**config.mk**
```make
export PLATFORM = sky130hd
export DESIGN_NAME = bfc_back
export DESIGN_NICKNAME = d
export VERILOG_FILES = /design/src/hdl/bfc_pkg.sv /design/src/hdl/bfc_back.sv
export SDC_FILE = /design/constraint.sdc
export NUM_CORES = 2
export LEC_CHECK = 0
export BUFFER_PORTS_ARGS = -buffer_cell sky130_fd_sc_hd__buf_4
export CORE_UTILIZATION = 40
export DETAILED_ROUTE_END_ITERATION = 8
export PLACE_DENSITY_LB_ADDON = 0.15
export REMOVE_ABC_BUFFERS = 1
export SLEW_MARGIN = 20
export SYNTH_ARGS = -nofsm -noshare
export SYNTH_HDL_FRONTEND = slang
export SYNTH_SLANG_ARGS = --single-unit
```
**constraint.sdc**
```tcl
create_clock -name clk -period 45.1 [get_ports clk]
set_input_delay 2.255 -clock clk [delete_from_list [all_inputs] [get_ports clk]]
set_output_delay 2.255 -clock clk [all_outputs]
set_load 0.01 [all_outputs]
```
**src/hdl/bfc_pkg.sv**
```systemverilog
package bfc_pkg;

  localparam int CoordWidthDefault = 16;
  localparam int DistWidth = 17;
  localparam int LodWidth = 8;
  localparam int IdWidth = 32;
  localparam int CfgDataWidth = 64;
  localparam int CfgIndexWidth = 3;
  localparam int SqWidth = 36;
  localparam int SqrtWidth = 18;
  localparam int CoefWidth = 17;
  localparam int NumPlanes = 6;
  localparam int QueueDepth = 32;

  typedef enum logic [CfgIndexWidth-1:0] {
    CFG_ROW0 = 3'd0,
    CFG_ROW1 = 3'd1,
    CFG_ROW2 = 3'd2,
    CFG_ROW3 = 3'd3,
    CFG_OBSERVER = 3'd4,
    CFG_MAX_DIST = 3'd5,
    CFG_LOD_STEP = 3'd6,
    CFG_MAX_LOD = 3'd7
  } cfg_index_t;

  typedef struct packed {
    logic [IdWidth-1:0] id;
    logic [DistWidth-1:0] distance;
  } front_item_t;

  typedef struct packed {
    logic [IdWidth-1:0] id;
    logic [LodWidth-1:0] lod;
    logic [DistWidth-1:0] distance;
  } result_t;

endpackage

```
**src/hdl/bfc_back.sv**
```systemverilog
module bfc_back
  import bfc_pkg::*;
(
  input  logic clk,
  input  logic rst,
  input  logic in_valid,
  input  front_item_t in_item,
  output logic in_take,
  input  logic [DistWidth-1:0] lod_step,
  input  logic [LodWidth-1:0] max_lod,
  output logic res_valid,
  output result_t res,
  input  logic res_take
);

  localparam int NQ = DistWidth;

  logic adv;
  logic v [NQ+1];
  logic [IdWidth-1:0] id [NQ+1];
  logic [DistWidth-1:0] d [NQ+1];
  logic [DistWidth-1:0] r [NQ+1];
  logic [DistWidth-1:0] q [NQ+1];
  logic [DistWidth:0] part [NQ+1];

  assign adv = !res_valid || res_take;
  assign in_take = in_valid && adv;

  assign v[0] = in_take;
  assign id[0] = in_item.id;
  assign d[0] = in_item.distance;
  assign r[0] = in_item.distance;
  assign q[0] = '0;
  assign part[0] = '0;

  for (genvar k = 0; k < NQ; k++) begin : g_div
    logic [DistWidth:0] pn;
    assign pn = {part[k][DistWidth-1:0], r[k][DistWidth-1]};
    always_ff @(posedge clk) begin
      if (rst) v[k+1] <= 1'b0;
      else if (adv) v[k+1] <= v[k];
      if (adv) begin
        id[k+1] <= id[k];
        d[k+1] <= d[k];
        r[k+1] <= {r[k][DistWidth-2:0], 1'b0};
        if (pn >= {1'b0, lod_step}) begin
          part[k+1] <= pn - {1'b0, lod_step};
          q[k+1] <= {q[k][DistWidth-2:0], 1'b1};
        end else begin
          part[k+1] <= pn;
          q[k+1] <= {q[k][DistWidth-2:0], 1'b0};
        end
      end
    end
  end

  logic [LodWidth-1:0] lod;
  always_comb begin
    if (lod_step == '0) lod = '0;
    else if (q[NQ] > DistWidth'(max_lod)) lod = max_lod;
    else lod = LodWidth'(q[NQ]);
  end

  always_ff @(posedge clk) begin
    if (rst) res_valid <= 1'b0;
    else if (adv) res_valid <= v[NQ];
    if (adv) begin
      res.id <= id[NQ];
      res.lod <= lod;
      res.distance <= d[NQ];
    end
  end

endmodule

```
After elaboration in Yosys (flattened, before gate mapping)
Cells that the tools add are included.
{ "op_classes": {"n_reduce_logical": 4, "magnitude_cmp": 18, "add_sub_neg": 16, "mux": 34} }
{ "ops": {"columns": ["cell", "n"], "rows": [
  ["$ge A18 B17 Y1", 16],
  ["$mux W17", 15],
  ["$sub A17 B17 Y17", 15],
  ["$mux W1", 18],
  ["$ge A1 B17 Y1", 1],
  ["$gt A17 B8 Y1", 1],
  ["$logic_not A17 Y1", 1],
  ["$sub A1 B17 Y17", 1],
  ["$mux W8", 1],
  ["$logic_and A1 B1 Y1", 1],
  ["$logic_not A1 Y1", 1],
  ["$logic_or A1 B1 Y1", 1]
]} }
{ "totals": {"output_inout_bits": 59, "reg_bits": 1469, "input_bits": 78, "word_cells": 177} }

Logic depth before layout (Yosys ltp)
{ "logic_depth": {"word_depth": 3, "mapped_depth": 14, "ltp_nobuf": 12} }

Worst setup path before layout
OpenSTA, ideal clock, no wires.
{ "synth_path": {"path_type": "input -> register", "startpoint": "input res_take", "endpoint": "register d[0] (netlist name), enable pin", "n_path_buf": 2, "stages": 4, "slack_ps": 4805, "t_arrival_ps": 38106, "setup_time_ps": 2189, "required_time_ps": 42911, "path_cell_list": "nor2b_1 -> clkbuf_1 -> clkinv_1 -> clkbuf_1"} }
{ "synth_between": {"elab_chain_len": 1} }
{ "synth_lines": {"columns": ["element", "line", "source"], "rows": [
  ["start: declaration", "bfc_back.sv:13", "input logic res_take"],
  ["$logic_or A1 B1 Y1", "bfc_back.sv:26", "assign adv = !res_valid || res_take;"],
  ["end signal: indexed assignment", "bfc_back.sv:44", "d[k+1] <= d[k];"],
  ["end: declaration", "bfc_back.sv:21", "logic [DistWidth-1:0] d [NQ+1];"]
]} }
Every way passes these cells.
A chain may end at the register's enable or synchronous reset.

Final worst setup path
{ "layout_path": {"startpoint": "input res_take", "endpoint": "output in_take"} }
{ "layout_between": {"elab_chain_len": 2} }
{ "layout_lines": {"columns": ["element", "line", "source"], "rows": [
  ["$logic_or A1 B1 Y1", "bfc_back.sv:26", null],
  ["$logic_and A1 B1 Y1", "bfc_back.sv:27", "assign in_take = in_valid && adv;"],
  ["end: declaration", "bfc_back.sv:8", "output logic in_take,"]
]} }
Every way passes these cells.

==> summary.txt <==
Route
  – DRT iter0 DRCs: 2,123
  – DR vias: 28,800
  – Router iterations before antenna repair: 5
  – DRC: 0
  – Drt total wl: slightly above 100,000 um
  – Vias/cell: ~5.0
  – ANT nets after route: 0
  – Detail-routed net length per standard cell: 17.6 um

Die
  – Die W: about 370 um
  – Die Area: 140,000 um2
  – Core Region: ~140,000 um2
  – Die height: between 300 and 400 um
  – Std-Cell Rows: roughly 140
  – Starting density of the core: 40.3%
  – IO Pins: around 140

Timing
  – Final Hold Vio Count: 0
  – Fmax: around 170 MHz
  – Tmin final: 5810 ps
  – Slew Viols, Final: 0
  – Rel. slew slack: around a fifth
  – # setup viols final: 0
  – WHS: roughly 400 ps
  – Final setup TNS: 0 ps
  – Fin crit share: about 13%
  – Worst-Margin Slew: between 1000 and 1500 ps
  – Clock Skews: 27.4 ps
  – Unrepaired setup endpoints after global routing: false

Placed design
  – Placed insts: ~5,400
  – PortBufs: about 140
  – Hpwl dp: 61,600 um
  – Routability congestion estimate: 0.844

Critical path
  – Crit Reg-Reg Startpoint: res_valid
  – Worst Path Arrival: around 3600 ps
  – Biggest cell delay along the critical path: slightly below 600 ps
  – Crit path launch: res_take
  – Maximum fanout along the worst path: ~120
  – Crit path max-delay cell type: inv_8
  – WP buf/inv: 5
  – Setup CP Type: primary input to output port
  – CP startpoint kind: primary input
  – Required time of the worst setup path: around 43,000 ps
  – Cell Chain, Critical Path: buf_4, nor2b_1, buf_4, inv_8, nand2_1, inv_1, buf_4
  – Crit-path leading delay family: buffers and inverters
  – CP endpoint kind: output port
  – Critical Path Most Common Cell: buf_4

Clocking
  – CTS buffer count: 148
  – Cell at the root of the clock tree: clkbuf_16
  – Sink Count: between 1,000 and 1,500
  – H-Tree Depth: 4
  – Post-CTS setup repair buffer count: 0
  – Max Root-Sink Buffers: 3
  – Post-CTS Resized: 0
  – Cts hold-fix bufs: 0
  – CTS tree: done
  – Skew-Pair Late Insertion Delay: a little under 800 ps
  – Reg clk slew, reported paths: ~60 ps

Min path
  – Hold WC Path Type: flip-flop to flip-flop
  – HP Start: id[364]

Pwr
  – Total power: 3240 uW
  – VDD IR max: around 37 uV
  – PwrDens: between 50 and 60 nW/um2
  – Leakage power: between 0.02 and 0.03 uW

Logic synthesis
  – Ys flop type: edfxtp_1
  – Top-count cell post-synth: edfxtp_1
  – Async S/R FF share, synth: 0%
  – Synthesized cell area: ~56,000 um2
  – Register area share after synthesis: between 70% and 80%
  – Unique cell type count in the Yosys netlist: 71
  – Cell taking the most area after synthesis: edfxtp_1
  – Synth Instances: around 3,500
  – Avg Cell Area, Syn: 15.8 um2
  – Post-synth EDFFs: ~1,300
  – Yosys warnings: 0
  – Top cells by area, synth: edfxtp_1 (71%), ha_1 (6.4%), mux2_2 (2.7%)
  – Top-area cell type share of the netlist area: a little under three quarters
  – Seq cells post-synth: roughly 1,300
  – Commonest cells post-synth: edfxtp_1 (1,315), ha_1 (282), a21oi_1 (238)

GRT
  – Vias in the first global route: ~28,000
  – GR Util All Layers: between 10 and 15%
  – Initial antenna violation count: 5
  – Largest net degree at the start of global routing: approximately 190
  – Gr ovfl total: 0
  – First-pass GRT wire length: ~160,000 um

Finish
  – Net count, final: 4,176
  – Share of layout cells above drive strength 1: roughly 14%
  – ANT cells: 0
  – Layout Area Growth over Synthesis: 14.7%
  – Non-filler cells, final: 5,710

Flow run
  – Max-Cap Viols: 0

Outcome
  – Status: completed
final timing paths:
check | end | slack, ps | cells past startpoint
hold reg to reg | id[332] | 400 | 0
hold / removal | id[332] | 400 | 0
setup / recovery | in_take | 39290 | 7
setup reg to reg | id[226] | 40820 | 6
per-layer routing:
layer	part of all wire, %	global-route usage, %	up-vias
met5	0	0	-
met4	2.8	5.35	0
met3	5.2	3.02	172
met2	43	21.1	586
met1	49	21.0	13900
li1	-	-	14100
power breakdown:
part           internal (uW)  total, uW  switching [uW]  leakage, uW
Sequential              1490       1540            52.3       0.0145
Clock                    679       1160             485      0.00229
Combinational            252        533             281      0.00852
Total                   2420       3240             818       0.0253
worst register-to-register path, delay by kind of cell, from the launching register on:
| family | cells | cell delay, ps |
|---|---|---|
| and+or+nand+nor | 1 | 120 |
| buffers and inverters | 5 | 3410 |
| DFF | 1 | 300 |
stage by stage:
stage          area (um2)  util [%]  setup slack, ps
2_1_floorplan       55300         -             8130
3_3_place_gp        58900      42.8            38830
3_5_place_dp        58900      42.8            38780
4_1_cts             63700      46.2            39170
5_1_grt             63700      46.3            39100
6_report            63700      46.3            39290
cell families (layout without fill, tap and decap cells):
| group | Yosys count | in the layout | share of synthesized area, % |
|---|---|---|---|
| fa+ha+maj | 297 | 297 | 6.90 |
| xor+xnor | 203 | 203 | 3.20 |
| buf+inv | 185 | 576 | 1.29 |
| simple gates | 606 | 606 | 5.08 |
| flops | 1333 | 1333 | 71.8 |
| compound gates | 737 | 737 | 8.44 |
| mux | 164 | 164 | 3.32 |
sequential cells by signal, summed over array words and instances, names as in the netlist:
name,cells
g_div.pn,272
res_valid,1
v,17
q,153
res,57
d,289
id,544
cell type report:
| type | count | area (um2) |
|---|---|---|
| Clock buffer | 180 | 3880 |
| Sequential cell | 1333 | 39800 |
| Tap cell | 1794 | 2240 |
| Fill cell | 11900 | 74000 |
| Inverter | 133 | 507 |
| Clock inverter | 85 | 856 |
| Timing Repair Buffer | 178 | 1350 |
| Multi-Input combinational cell | 2007 | 15000 |
placed cells by master, fill, tap and decap left out, types with 18 or more instances in the layout:
cell	instances
nand2b_1	30
o21bai_1	32
xor2_1	88
mux2i_1	24
o21a_1	33
nand2_1	181
ha_1	282
a21o_1	105
dfxtp_1	18
mux2_2	133
nand4_1	45
o21ai_0	164
xnor2_1	115
inv_1	129
clkbuf_16	150
clkbuf_1	29
nor2_1	190
clkinv_2	20
edfxtp_1	1315
nand3_1	27
a211oi_1	28
buf_4	176
clkinv_1	37
nor3_1	35
a21oi_1	237
nor2b_1	33
Note: power is estimated with default switching activity, not from simulation.
