### config.mk
export PLATFORM = sky130hd
export DESIGN_NAME = bfc_queue
export DESIGN_NICKNAME = d
export VERILOG_FILES = /design/src/hdl/bfc_pkg.sv /design/src/hdl/bfc_queue.sv
export SDC_FILE = /design/constraint.sdc
export NUM_CORES = 1
export LEC_CHECK = 0
export BUFFER_PORTS_ARGS = -buffer_cell sky130_fd_sc_hd__buf_4
export CAP_MARGIN = 40
export CORE_ASPECT_RATIO = 2
export CORE_MARGIN = 1.5
export CORE_UTILIZATION = 45
export DETAILED_ROUTE_END_ITERATION = 7
export PLACE_DENSITY = 0.67
export SKIP_CTS_REPAIR_TIMING = 1
export SYNTH_ARGS = -nofsm -noshare
export SYNTH_HDL_FRONTEND = slang
export SYNTH_SLANG_ARGS = --single-unit
### constraint.sdc
create_clock -name clk -period 4.6 [get_ports clk]
set_clock_uncertainty 0.2 [all_clocks]
set_input_delay 0.23 -clock clk [delete_from_list [all_inputs] [get_ports clk]]
set_output_delay 0.23 -clock clk [all_outputs]
set_load 0.02 [all_outputs]
### src/hdl/bfc_pkg.sv
package bfc_pkg;

  localparam int CoordWidthDefault = 16;
  localparam int DistWidth = 17;
  localparam int LodWidth = 8;
  localparam int IdWidth = 32;
  localparam int CfgDataWidth = 64;
  localparam int CfgIndexWidth = 3;
  localparam int SqWidth = 36;
  localparam int SqrtWidth = 18;
  localparam int CoefWidth = 17;
  localparam int NumPlanes = 6;
  localparam int QueueDepth = 32;

  typedef enum logic [CfgIndexWidth-1:0] {
    CFG_ROW0 = 3'd0,
    CFG_ROW1 = 3'd1,
    CFG_ROW2 = 3'd2,
    CFG_ROW3 = 3'd3,
    CFG_OBSERVER = 3'd4,
    CFG_MAX_DIST = 3'd5,
    CFG_LOD_STEP = 3'd6,
    CFG_MAX_LOD = 3'd7
  } cfg_index_t;

  typedef struct packed {
    logic [IdWidth-1:0] id;
    logic [DistWidth-1:0] distance;
  } front_item_t;

  typedef struct packed {
    logic [IdWidth-1:0] id;
    logic [LodWidth-1:0] lod;
    logic [DistWidth-1:0] distance;
  } result_t;

endpackage

### src/hdl/bfc_queue.sv
module bfc_queue
  import bfc_pkg::*;
#(
  parameter int DEPTH = QueueDepth
) (
  input  logic clk,
  input  logic rst,
  input  logic wr,
  input  front_item_t wdata,
  input  logic rd,
  output logic nonempty,
  output front_item_t rdata,
  output logic [$clog2(DEPTH+1)-1:0] count
);

  localparam int AW = $clog2(DEPTH);
  front_item_t mem [DEPTH];
  logic [AW-1:0] wp, rp;

  always_ff @(posedge clk) begin
    if (rst) begin
      wp <= '0;
      rp <= '0;
      count <= '0;
    end else begin
      if (wr) wp <= (wp == AW'(DEPTH-1)) ? '0 : wp + 1'b1;
      if (rd) rp <= (rp == AW'(DEPTH-1)) ? '0 : rp + 1'b1;
      count <= count + (wr ? 1'b1 : 1'b0) - (rd ? 1'b1 : 1'b0);
    end
    if (wr) mem[wp] <= wdata;
  end

  assign nonempty = count != '0;
  assign rdata = mem[rp];

endmodule

; ---- After elaboration in Yosys (flattened, before gate mapping)
; Memories as Yosys holds them, arrays and structs flattened. A register that Yosys moved wholly into a read port is not among the register bits.
; Cells that the tools add are included.
[op_classes]
mux = 8
add_sub_neg = 4
reduce_logical = 1
n_eq_ne = 2
[op_table]
columns = op, count
row1 = 2-to-1 mux 5 bit, 4
row2 = adder 5 x 1 -> 5 bit (second input constant), 2
row3 = equality test 5 bit (second input constant), 2
row4 = adder 6 x 1 -> 6 bit, 1
row5 = nonzero test 6 bit, 1
row6 = subtractor 6 x 1 -> 6 bit, 1
row7 = 2-to-1 mux 1 bit, 4
[word_totals]
ramBits = 1568
memories = 1
out_inout_bits = 56
inputBits = 53
wordCells = 19
reg_bits = 16
[memory_table]
columns = name, depth, word_bits, rd, rd_ports_with_merged_regs, wr, line_no
row1 = mem, 32, 49, 1, 1, 1, bfc_queue.sv:17  ; front_item_t mem [DEPTH];

; ---- Longest topological paths before layout
; Gate-level depths: netlist (run 1).
[logic_depth]
depth_word = 4
ltp_mapped = 10
ltp_nobuf = 10

; ---- Least setup slack after synthesis (run 1)
; Ideal clock, no wire load.
[synth_timing]
kind = flip-flop to flip-flop
from = reg wp[4]
to = mem mem[24][0] in the netlist's numbering (enable)
stages_incl_launch_ff = 4
n_path_buf = 1
period_less_slack_ns = 4.869
setup_time_ns = 0.516
slack_ns = -0.269
t_arrival_ns = 4.153
cell_sequence = dfxtp_1 > clkbuf_1 > nand2_1 > nor3_1
[synth_lines]
columns = item, line_no
row1 = start: declaration, bfc_queue.sv:18  ; logic [AW-1:0] wp, rp;
row2 = start signal: assignment, bfc_queue.sv:26  ; if (wr) wp <= (wp == AW'(DEPTH-1)) ? '0 : wp + 1'b1;
row3 = end: declaration, bfc_queue.sv:17
; No word-level cell before the write port.

==> impl_metrics.csv, run 1 <==
group,metric,value,unit
sta,worst_pin_slew,0.933,ns
sta,setup_violations,0,
yosys,netlist_top_cells_area,"edfxtp_1 77%, mux4_2 7.2%, mux2_2 5.5%",
route,wl,160000,µm
worst_setup_path,r2r_slack,1.50,ns
yosys,synth_top_area_share,77.1,%
placed_design,gp_congestion,0.763,
worst_setup_path,critPathSlowestCell,"dfxtp_4",
yosys,ys_ff_latch,1589,
route,wl_met2,86500,µm
worst_setup_path,cp_common_cell,"buf_4",
yosys,synth_area,61100,µm²
clock_tree,root_buffer,"clkbuf_16",
sta,slew_viol_final,0,
route,drtAntennaViolNets,0,
worst_setup_path,crit_type,"flip-flop to output pin",
worst_setup_path,critPathCapture,"rdata[40]",
worst_setup_path,arrival,3.75,ns
clock_tree,cts_max_path_buffers,4,
yosys,syn-num-nets,3109,
global_route,grt_max_degree,86,
worst_hold_path,holdCritPathClass,"input port to flip-flop",
sta,relSlewSlack,37.8,%
power,power_leakage,21.6,nW
sta,min_period,4.18,ns
route,wl_met1,58700,µm
yosys,ys_warn_count,0,
cells_and_area,layout-drive-gt1-share,27.8,%
die,fp-row-count,191,
worst_setup_path,reg2reg_depth,3,
clock_tree,htreeDepth,4,
sta,fin_crit_sh,90.9,%
worst_setup_path,r2r_end,"mem[23][3]$_DFFE_PP_",
worst_setup_path,cp-start-kind,"flip-flop",
placed_design,placed_cell_area,65200,µm²
die,die_w,263,µm
global_route,grt_pass1_vias,31865,
worst_setup_path,cp.required,4.17,ns
yosys,synth-seq-area-share,77.8,%
status,status,"completed",
die,core-area,135000,µm²
sta,fmax,0.239,GHz
cells_and_area,final_cell_area,70100,µm²
global_route,antenna_found_initial,5,
route,wl_met3,9360,µm
route,vias,31443,
sta,finalHoldViolCount,0,
yosys,ys_types,40,
yosys,synth_top_area_cell,"edfxtp_1",
sta,rsz0062_at_grt,"false",
worst_setup_path,r2r-start,"wp[2]$_SDFFE_PP0P_",
clock_tree,clkSlewWorstSetupHoldPaths,0.07,ns
power,vdd_ir_drop_max,297,µV
global_route,grt_pass1_wl,226000,µm
sta,finalSetupTns,0,ns
cells_and_area,area_growth,14.7,%
worst_setup_path,cp_max_fo,49,
yosys,syn_avg_cell_area,20.1,µm²
route,drc,0,
yosys,ys.flop_type,"edfxtp_1",
placed_design,dp_hpwl,84100,µm
route,wl_per_cell,31.3,µm
cells_and_area,fin_util,51.9,%
die,initial_core_util,45.2,%
route,first_pass_iters,5,
cells_and_area,finalNetCount,3343,
yosys,async_reset_ff_share,0,%
global_route,grt-ovfl-total,0,
worst_setup_path,path_cells,"buf_12, buf_4, mux2_2, o21ai_0, nor3_1, or4_1, buf_4",
die,dieArea,138000,µm²
yosys,synth_edf_count,1568,
worst_setup_path,end_kind,"output pin",
die,die_y,524,µm
clock_tree,worstSkewPairLatency,0.76,ns
worst_setup_path,max_stage_delay,0.77,ns
global_route,grt_usage,23.0,%
route,via_per_inst,6.15,
cells_and_area,nFillCells,10364,
run,drv_cap,0,
route,top_layer_used,"met5",
placed_design,port-buffer-count,108,
route,first_iter_violations,3068,
power,p_per_area,414,nW/µm²
clock_tree,numCtsBuffers,141,
clock_tree,cts_tree,"done",
clock_tree,cts_sinks,1589,
yosys,syn_inst,3040,
die,io_pins,109,
report_power, final:
| group | switching [mW] | internal, mW | total (mW) |
|---|---|---|---|
| clock | 5.09 | 6.36 | 11.5 |
| sequential | 0.0409 | 16.0 | 16.0 |
| combinational | 0.932 | 0.606 | 1.54 |
| total | 6.06 | 23.0 | 29.0 |
sequential cells by signal, summed over array words and instances (netlist names), named ones only:
register and cells:
wp 5, rp 5, count 6, mem 1568
cell usage after synthesis, drive strengths merged (8+ instances only):
master	count
mux2	296
nor2	40
nand2	10
a211oi	98
nor3	111
edfxtp	1568
nor2b	100
dfxtp	21
o21ai	103
o22ai	98
clkbuf	124
a22o	98
inv	13
buf	55
mux4	196
nand2b	8
ha	15
or4	50
layout by cell type (no fill, tap or decap), types with 13 or more instances in the layout:
master         count
dfxtp_1           19
dlygate4sd3_1     52
clkinv_1          32
ha_1              15
clkbuf_16        147
inv_1             13
o21ai_0          103
nor2b_1           99
o22ai_1           98
clkinv_2          18
nor2_1            16
mux4_2           196
or4_1             50
a22o_1            98
clkbuf_1          27
buf_4            159
nor2_4            24
a211oi_1          98
mux2_2           296
buf_12            51
nor3_1           100
edfxtp_1        1568
kinds of logic after synthesis:
| kind of cell | synth area share, % |
|---|---|
| flip-flops | 77.8 |
| XOR/XNOR | 0.0287 |
| buffers and inverters | 1.37 |
| multiplexers | 12.7 |
| AND/OR/NAND/NOR | 3.14 |
| adder cells (fa/ha/maj) | 0.340 |
| AO/OA/AOI/OAI | 4.58 |
critical path: cells and delay by family (launching register included):
family	cells	cell delay (ns)
simple gates	2	0.68
buf+inv	3	0.92
mux	1	0.37
compound gates	1	0.18
flops	1	0.77
per-layer routing:
metal | track usage, % | up-vias
met5 | 0 | -
met4 | 8.67 | 4
met3 | 2.84 | 308
met2 | 42.4 | 1266
met1 | 27.6 | 16851
li1 | - | 13014
final cells by class:
| type | instances | area (µm²) | area share, % |
|---|---|---|---|
| clock buffers | 175 | 3790 | 5.42 |
| flip-flops and latches | 1589 | 47500 | 67.8 |
| diodes | 3 | 7.51 | 0.0107 |
| multi-input cells | 1259 | 13000 | 18.6 |
| clock inverters | 66 | 556 | 0.793 |
| inverters | 13 | 48.8 | 0.0697 |
| repair buffers | 270 | 2960 | 4.22 |
| well taps | 1737 | 2170 | 3.10 |
how the worst min path moves through the flow:
stage	from	end	cells past startpoint
after floorplan	wdata[0]	mem[0][0]$_DFFE_PP_	0
after global placement	wp[1]$_SDFFE_PP0P_	wp[1]$_SDFFE_PP0P_	2
after detailed placement	wp[1]$_SDFFE_PP0P_	wp[1]$_SDFFE_PP0P_	2
after CTS	rst	count[1]$_SDFF_PP0_	2
after global routing	rst	count[3]$_SDFF_PP0_	3
final	rst	count[1]$_SDFF_PP0_	3
stage by stage:
stage,setup WS (ns),power [mW],hold WS (ns),instances
after global placement,1.21,17.8,0.309,4804
after detailed placement,1.19,17.9,0.324,4816
after global routing,0.303,29.7,0.200,5110
after CTS,0.373,29.1,-0.421,5057
final,0.418,29.0,0.161,5112
after floorplan,-0.269,17.2,0.129,3040
Power figures use the tool's default switching activity.
==> inputs of run 2 (changes only) <==
--- a/config.mk
+++ b/config.mk
@@ -5,10 +5,11 @@
 export SDC_FILE = /design/constraint.sdc
 export NUM_CORES = 1
 export LEC_CHECK = 0
+export ABC_AREA = 1
 export BUFFER_PORTS_ARGS = -buffer_cell sky130_fd_sc_hd__buf_4
 export CAP_MARGIN = 40
 export CORE_ASPECT_RATIO = 2
-export CORE_MARGIN = 1.5
+export CORE_MARGIN = 2
 export CORE_UTILIZATION = 45
 export DETAILED_ROUTE_END_ITERATION = 7
 export PLACE_DENSITY = 0.67
==> run 2 against run 1 <==
Effect of this change: wire length up 12%; clock-buffer cell count rose by 2; worst setup slack improved by 0.33 ns; sequential share of layout area fell by 2.2 points; synthesized cell count increased by 79%; cell area increased by 3.4%; sequential power barely moved; critical path type unchanged; critical endpoint is now rdata[35].
==> impl_metrics.csv, run 2 <==
group,metric,value,unit
sta,setup_violations,0,
worst_setup_path,cp_common_cell,"nand2_1",
worst_setup_path,cp-start-kind,"flip-flop",
cells_and_area,layout-drive-gt1-share,8.04,%
worst_setup_path,r2r_end,"mem[29][2]$_DFFE_PP_",
die,dieArea,146000,µm²
sta,min_period,3.85,ns
clock_tree,clkSlewWorstSetupHoldPaths,0.06,ns
worst_hold_path,holdCritPathClass,"input port to flip-flop",
yosys,synth_top_area_share,73.3,%
cells_and_area,largest_reg_flops,1568,
yosys,netlist_top_cells_area,"edfxtp_1 73%, nand2_1 13%, nand3_1 9.2%",
yosys,synth_top_area_cell,"edfxtp_1",
yosys,synth-xor-area-share,0.0136,%
cells_and_area,layout_commonest_cell,"nand2_1",
sta,relSlewSlack,33.4,%
yosys,ys.flop_type,"edfxtp_1",
route,wl_per_cell,23.9,µm
yosys,ys_warn_count,0,
yosys,syn-num-nets,5524,
clock_tree,numCtsBuffers,142,
status,status,"completed",
yosys,synth-seq-area-share,73.9,%
clock_tree,worstSkewPairLatency,0.77,ns
route,vias,42650,
worst_setup_path,path_cells,"inv_8, buf_16, buf_12, nand2_1, nand3_1, nand3_1, nand2_1, nand2_1, nand2_1, nand2_1, nand2_1, buf_4",
sta,worst_pin_slew,0.999,ns
route,first_pass_iters,6,
placed_design,place_ws,1.53,ns
sta,rsz0062_at_grt,"false",
die,core-area,142000,µm²
worst_setup_path,cp.required,4.17,ns
worst_setup_path,r2r_slack,1.65,ns
sta,fmax,0.260,GHz
clock_tree,cts_sinks,1589,
clock_tree,cts_max_path_buffers,4,
worst_setup_path,reg2reg_depth,5,
yosys,synth_simple_gate_area_share,22.6,%
route,wl,180000,µm
power,power_leakage,26.2,nW
cells_and_area,regMostFlops,"mem",
sta,finalSetupTns,0,ns
sta,fin_ws,0.750,ns
global_route,grt_pass1_wl,262000,µm
power,vdd_ir_drop_max,395,µV
run,drv_cap,0,
clock_tree,htreeDepth,4,
sta,fin_crit_sh,83.7,%
global_route,grt_usage,24.2,%
yosys,synth_most_common_cell,"nand2_1",
route,first_iter_violations,4385,
placed_design,port-buffer-count,108,
yosys,syn_avg_cell_area,11.8,µm²
yosys,ys_types,23,
cells_and_area,nFillCells,11989,
sta,fin_hold_ws,0.166,ns
die,io_pins,109,
cells_and_area,layout_common_cells,"2,222 x nand2_1, 1,568 x edfxtp_1, 1,183 x nand3_1, 168 x buf_4, 146 x clkbuf_16",
die,die_w,271,µm
cells_and_area,finalNetCount,5605,
sta,slew_viol_final,0,
yosys,async_reset_ff_share,0,%
die,fp-row-count,196,
sta,finalHoldViolCount,0,
yosys,synth_edf_count,1568,
worst_setup_path,cp_max_fo,72,
clock_tree,cts_tree,"done",
placed_design,dp_hpwl,88600,µm
worst_setup_path,r2r-start,"wp[1]$_SDFFE_PP0P_",
worst_setup_path,crit_type,"flip-flop to output pin",
yosys,ys_ff_latch,1589,
global_route,grt_max_degree,179,
yosys,synth_mux_area_share,0,%
yosys,synthAdderAreaFrac,0.323,%
route,via_per_inst,5.67,
yosys,synth_top_family_by_area,"simple AND/OR/NAND/NOR gates",
clock_tree,root_buffer,"clkbuf_16",
die,die_y,538,µm
global_route,grt_pass1_vias,41241,
cells_and_area,reg_top3,"mem: 1568 flops, count: 6 flops",
worst_setup_path,critPathCapture,"rdata[35]",
yosys,syn_inst,5455,
cells_and_area,area_growth,12.8,%
global_route,antenna_found_initial,5,
yosys,synth_compound_area_share,0.171,%
route,drc,0,
worst_setup_path,critPathSlowestCell,"dfxtp_4",
global_route,grt-ovfl-total,0,
worst_setup_path,end_kind,"output pin",
yosys,synth_area,64200,µm²
placed_design,gp_congestion,0.787,
worst_setup_path,max_stage_delay,0.50,ns
route,drtAntennaViolNets,0,
worst_setup_path,arrival,3.42,ns
yosys,synthTopCellsByCount,"2,222 x nand2_1, 1,568 x edfxtp_1, 1,183 x nand3_1",
die,initial_core_util,45.2,%
power,p_per_area,423,nW/µm²
==> run 2: changes by cell type after synthesis, moves of 98 or more <==
cell,before,now
nand2_1,9,2222
buf_2,19,191
nor2b_1,100,0
nor3_1,111,13
nand3_1,3,1183
mux4_2,196,0
a22o_1,98,0
mux2_2,296,0
o22ai_1,98,0
==> run 2: layout make-up <==
class,count,area [µm²],share of cell area (%)
flip-flops and latches,1589,47500,65.6
clock buffers,177,3780,5.22
inverters,31,145,0.200
multi-input cells,3499,15100,20.8
diodes,2,5.00,0.00691
clock inverters,68,749,1.03
repair buffers,273,2860,3.94
well taps,1881,2350,3.25
==> run 2: how the worst min path moves through the flow <==
stage                     from                  end  slack [ns]  cells past startpoint
after floorplan            rst  count[1]$_SDFF_PP0_         0.1                      1
after global placement     rst  count[1]$_SDFF_PP0_        0.20                      2
after detailed placement   rst  count[1]$_SDFF_PP0_        0.20                      2
after CTS                  rst  count[1]$_SDFF_PP0_       -0.62                      2
after global routing        rd            flip-flop        0.19                      4
final                       rd            flip-flop        0.17                      4
==> run 2: routing by layer <==
metal	share of wire [%]	track usage [%]
met5	0	0
met4	5.0	12.3
met3	7.1	2.89
met2	51	42.8
met1	36	29.0
==> run 2: worst max-delay path: cells and delay by family (launching register included) <==
family                 cells  cell delay [ns]
buffers and inverters      4             1.26
DFF                        1             0.50
and+or+nand+nor            8             0.79
==> run 2: logic make-up after synthesis <==
family,after synthesis
AO/OA/AOI/OAI,20
XOR/XNOR,1
adder cells (fa/ha/maj),16
buffers and inverters,367
flip-flops,1589
AND/OR/NAND/NOR,3462
==> run 2: stage by stage <==
step / cells / power (mW) / instance area, µm² / utilization, %
4_1_cts: 7463 / 30.7 / 71900 / 50.6
3_3_place_gp: 7211 / 19.0 / 67200 / 47.2
5_1_grt: 7520 / 31.6 / 72500 / 51.0
6_report: 7520 / 30.6 / 72500 / 51.0
2_1_floorplan: 5455 / 18.0 / 64200 / -
3_5_place_dp: 7218 / 19.0 / 67400 / 47.4
==> run 2: report_power, final <==
group | switching (mW) | internal, mW
clock | 5.15 | 6.74
combinational | 1.86 | 0.804
sequential | 0.0761 | 16.0
